`config.mk`:
```
export PLATFORM = sky130hd
export DESIGN_NAME = srr_staging
export DESIGN_NICKNAME = d
export VERILOG_FILES = /design/src/hw/rtl/srr_pkg.sv /design/src/hw/rtl/srr_staging.sv
export SDC_FILE = /design/constraint.sdc
export NUM_CORES = 1
export LEC_CHECK = 0
export ABC_AREA = 1
export BUFFER_PORTS_ARGS = -buffer_cell sky130_fd_sc_hd__buf_2
export CORE_ASPECT_RATIO = 0.5
export CORE_MARGIN = 1
export CORE_UTILIZATION = 25
export CTS_BUF_LIST = sky130_fd_sc_hd__clkbuf_4 sky130_fd_sc_hd__clkbuf_8
export DETAILED_ROUTE_END_ITERATION = 10
export GPL_ROUTABILITY_DRIVEN = 0
export PLACE_DENSITY = 0.48
export SETUP_SLACK_MARGIN = 0.5
export SYNTH_ARGS = -nofsm -noshare
export SYNTH_HDL_FRONTEND = slang
export SYNTH_SLANG_ARGS = --single-unit
```
`constraint.sdc`:
```
create_clock -name i_clk -period 2 [get_ports i_clk]
set_input_delay 0.4 -clock i_clk [delete_from_list [all_inputs] [get_ports i_clk]]
set_output_delay 0.4 -clock i_clk [all_outputs]
set_load 0.03 [all_outputs]
```
`src/hw/rtl/srr_pkg.sv`:
```
`timescale 1ns / 1ps
// ----------------------------------------------------------------------------
// srr_pkg
// Shared widths and codes of the segment SDU reassembler.
// ----------------------------------------------------------------------------
package srr_pkg;

    localparam int TYPE_W  = 2;
    localparam int SEQ_W   = 16;
    localparam int OFF_W   = 6;
    localparam int BYTE_W  = 8;
    localparam int LEN_W   = 7;
    localparam int STAT_W  = 2;
    localparam int DCNT_W  = 16;
    localparam int META_W  = OFF_W + LEN_W;

    localparam int S_TDATA_W = 32;
    localparam int M_TDATA_W = 40;

    typedef enum logic [TYPE_W-1:0] {
        SEG_FULL   = 2'd0,
        SEG_FIRST  = 2'd1,
        SEG_LAST   = 2'd2,
        SEG_MIDDLE = 2'd3
    } t_seg_type;

    typedef enum logic [STAT_W-1:0] {
        ST_SDU_BYTE = 2'd0,
        ST_STORED   = 2'd1,
        ST_NO_SLOT  = 2'd2,
        ST_NO_ROOM  = 2'd3
    } t_status;

endpackage

```
`src/hw/rtl/srr_staging.sv`:
```
`timescale 1ns / 1ps
// ----------------------------------------------------------------------------
// srr_staging
// Staging buffer: collects the bytes of the segment in flight and reports
// its length on the closing byte.
// ----------------------------------------------------------------------------
module srr_staging #(
    parameter int MAX_SDU_BYTES = 64
) (
    input  logic                       i_clk,
    input  logic                       i_rst_n,
    input  logic                       i_wr,
    input  logic [srr_pkg::BYTE_W-1:0] i_byte,
    input  logic                       i_eos,
    output logic [srr_pkg::LEN_W-1:0]  o_len,
    input  logic                       i_rd,
    input  logic [$clog2(MAX_SDU_BYTES)-1:0] i_rd_idx,
    output logic [srr_pkg::BYTE_W-1:0] o_rd_data
);
    import srr_pkg::*;

    localparam int JW = $clog2(MAX_SDU_BYTES);
    localparam int CW = $clog2(MAX_SDU_BYTES + 2);

    logic [BYTE_W-1:0] r_mem [MAX_SDU_BYTES];
    logic [CW-1:0]     r_count;
    logic [BYTE_W-1:0] r_rd_data;
    logic              full;

    assign full      = r_count >= CW'(MAX_SDU_BYTES);
    assign o_len     = full ? LEN_W'(MAX_SDU_BYTES + 1) : LEN_W'(r_count) + LEN_W'(1);
    assign o_rd_data = r_rd_data;

    always_ff @(posedge i_clk) begin
        if (i_wr && !full) begin
            r_mem[r_count[JW-1:0]] <= i_byte;
        end
        if (i_rd) begin
            r_rd_data <= r_mem[i_rd_idx];
        end
    end

    always_ff @(posedge i_clk) begin
        if (!i_rst_n) begin
            r_count <= '0;
        end else if (i_wr) begin
            if (i_eos) begin
                r_count <= '0;
            end else if (!full) begin
                r_count <= r_count + CW'(1);
            end else begin
                // saturate one above the limit so the segment drops
                r_count <= CW'(MAX_SDU_BYTES + 1);
            end
        end
    end

endmodule

```
==> reports/qor.txt <==
Post-DR vias/cell: 4.44
Crit path max-delay family: buffers and inverters
Num ports: 34
HPWL Detailed: 36.8 mm
GRT Overall Usage: 0.138
CTS tree: done
CP endpoint kind: primary output
Crit path cell chain: buf_4 -> clkinv_4 -> ha_4 -> inv_1 -> nor2_4 -> buf_6
Initial antenna violation count: 2
Wire per inst: 18.6 um
Hold WC Path Type: in2reg
Post-synth top area share: 0.719
Vias in the first global route: 14289
DRT Wirelength: 61.2 mm
Logic pwr share: 0.071
Post-Syn Area: 0.0217 mm2
Final clock skew: 0.0249 ns
FILL cells: 8662
Grt total ovfl: 0
Clock power share: 0.410
Vias: 14628
CP max stage delay: 0.38 ns
P_sw: 5490 uW
Buf/Inv on CP: 4
Clock transition at path regs: 0.06 ns
Worst-path fanout max: 4
TritonCTS sink count: 527
Max VDD drop: 0.407 mV
1st-pass router iterations: 7
Max Cap Violations: 0
Period utilization: 1.11
Post-synth EDFFs: 520
R2R setup slack: 0.31 ns
Fin. max-slew vios: 0
Most frequent cell after synthesis: nand2_1
# DRC: 0
Post-synth cell types: 24
Fraction of layout cells with a size suffix above 1: 0.208
Non-filler cells, final: 3291
Pleak: 0.00975 uW
Syn Inst Count: 1860
Yosys warns: 0
Int Power: 18000 uW
Data required, critical path: 1.60 ns
CTS Buf Count: 86
Final setup margin: -0.215 ns
Dpl cells: 3102
Fin nets: 2072
Area leader, netlist: edfxtp_1
Final core occ: 0.318
Top FF cell, synth: edfxtp_1
Initial Util: 0.252
Critical path type: reg2out
Syn avg cell area: 11.7 um2
Synthesized flop and latch total: 527
Slowest CP cell: dfxtp_4
RSZ-0062 raised after global routing: true
Synth top cells by count: nand2_1 (669), edfxtp_1 (520), nand3_1 (436)
Largest net degree at the start of global routing: 75
H-Tree Level Count: 3
Measured slew at the worst slew-check pin: 0.601 ns
Net Sw Frac: 0.234
Max-Slew Margin vs Limit: 0.599
Total die area: 0.0881 mm2
Fin. Hold Viols: 0
Worst path arrival time: 1.81 ns
Vert. Die Dim: 210 um
Ys async rst share: 0
Initial DRC count: 1184
Final Critical Period: 2.21 ns
Failing checks: setup timing
Pwr Density: 858 mW/mm2
Status: complete, but fails checks
Die X: 419 um
Number of port buffers: 33
CTS root buf: clkbuf_8
Register share of total power: 0.520
Clk Latency, worst-skew pair: 0.67 ns
Post-route ant nets: 0
Synth Net Count: 1881
Setup violators final: 6
Area Growth Syn to Fin: 25.9%
CP startpoint kind: flop
Core area: 0.0861 mm2
Fmax: 452 MHz
Global-route wire length before repair: 91.1 mm
FP Rows: 76
Top post-synthesis cells by area: edfxtp_1 (72%), nand2_1 (12%), nand3_1 (10%)
Clk buf depth: 3
Sequential area share after synthesis: 0.725
path summary, 6_finish.rpt:
kind,cells after the start,startpoint,endpoint
setup / recovery,6,r_count[0],o_len[1]
setup reg to reg,7,r_count[1],r_mem[47][7]
hold / removal,1,i_rd,o_rd_data[4]
hold reg to reg,2,r_count[5],r_count[5]
per-layer routing:
metal,vias up,part of all wire,track usage
li1,6942,-,-
met1,7202,0.46,0.192
met2,389,0.47,0.221
met3,95,0.051,0.0244
met4,0,0.020,0.0370
met5,-,0,0
repair_timing:
action / in CTS / in global routing
buffers inserted: 21 / 8
setup endpoints to repair: 526 / 533
hold buffers: 1 / 0
pin swaps: 17 / 20
cloned: 0 / 1
resized for setup: 150 / 79
endpoints found under the hold margin: 1 / 0
layout make-up:
class	instances	area, um2	area share
Inverter	17	106	0.00389
Sequential cell	527	15800	0.577
Multi-Input combinational cell	1203	5720	0.209
Timing Repair Buffer	216	2540	0.0931
Antenna cell	1	2.50	0.0000915
Clock buffer	115	1420	0.0519
Tap cell	1170	1460	0.0535
Clock inverter	42	319	0.0117
cells by family (layout without fill, tap and decap cells):
family	count (synthesis)	count (layout)	synth area share
XOR/XNOR	1	1	0.000403
AO/OA/AOI/OAI	13	13	0.00346
buffers and inverters	131	390	0.0378
adder cells (fa/ha/maj)	2	2	0.00115
flip-flops	527	527	0.725
other	0	1	0
AND/OR/NAND/NOR	1186	1187	0.232
power groups by stage:
stage / Combinational, uW / Sequential (uW) / Clock (uW)
2_1_floorplan: 810 / 12400 / 0
3_3_place_gp: 1600 / 12400 / 0
3_5_place_dp: 1600 / 12400 / 0
4_1_cts: 1660 / 12200 / 9850
5_1_grt: 1810 / 12200 / 10300
6_report: 1660 / 12200 / 9610
state kept, by name, summed over array words and instances, names as in the netlist:
signal	count
o_rd_data	8
r_count	7
r_mem	512
metrics by stage:
stage	total power (uW)	hold slack (ns)	setup WS (ns)	TNS [ns]	area [um2]
after floorplan	13300	0.469	0.302	0	21900
after global placement	14000	0.492	-0.0666	-0.192	24500
after detailed placement	14000	0.496	-0.0902	-0.210	24500
after CTS	23700	0.0412	-0.259	-0.943	27000
after global routing	24300	0.0517	-0.322	-1.43	27300
final	23500	0.0974	-0.215	-0.827	27300
layout by cell type (no fill, tap or decap), types with 13 or more instances in the layout:
cell type | synthesis | final
edfxtp_1 | 520 | 520
nand2_1 | 669 | 664
clkbuf_8 | 0 | 90
buf_2 | 52 | 16
buf_4 | 18 | 75
buf_6 | 23 | 61
nor2_4 | 0 | 48
nor2_1 | 65 | 13
clkbuf_4 | 0 | 26
nand3_1 | 436 | 434
buf_12 | 0 | 52
clkinv_1 | 2 | 22
No activity file was read; power rests on OpenSTA's default activity.
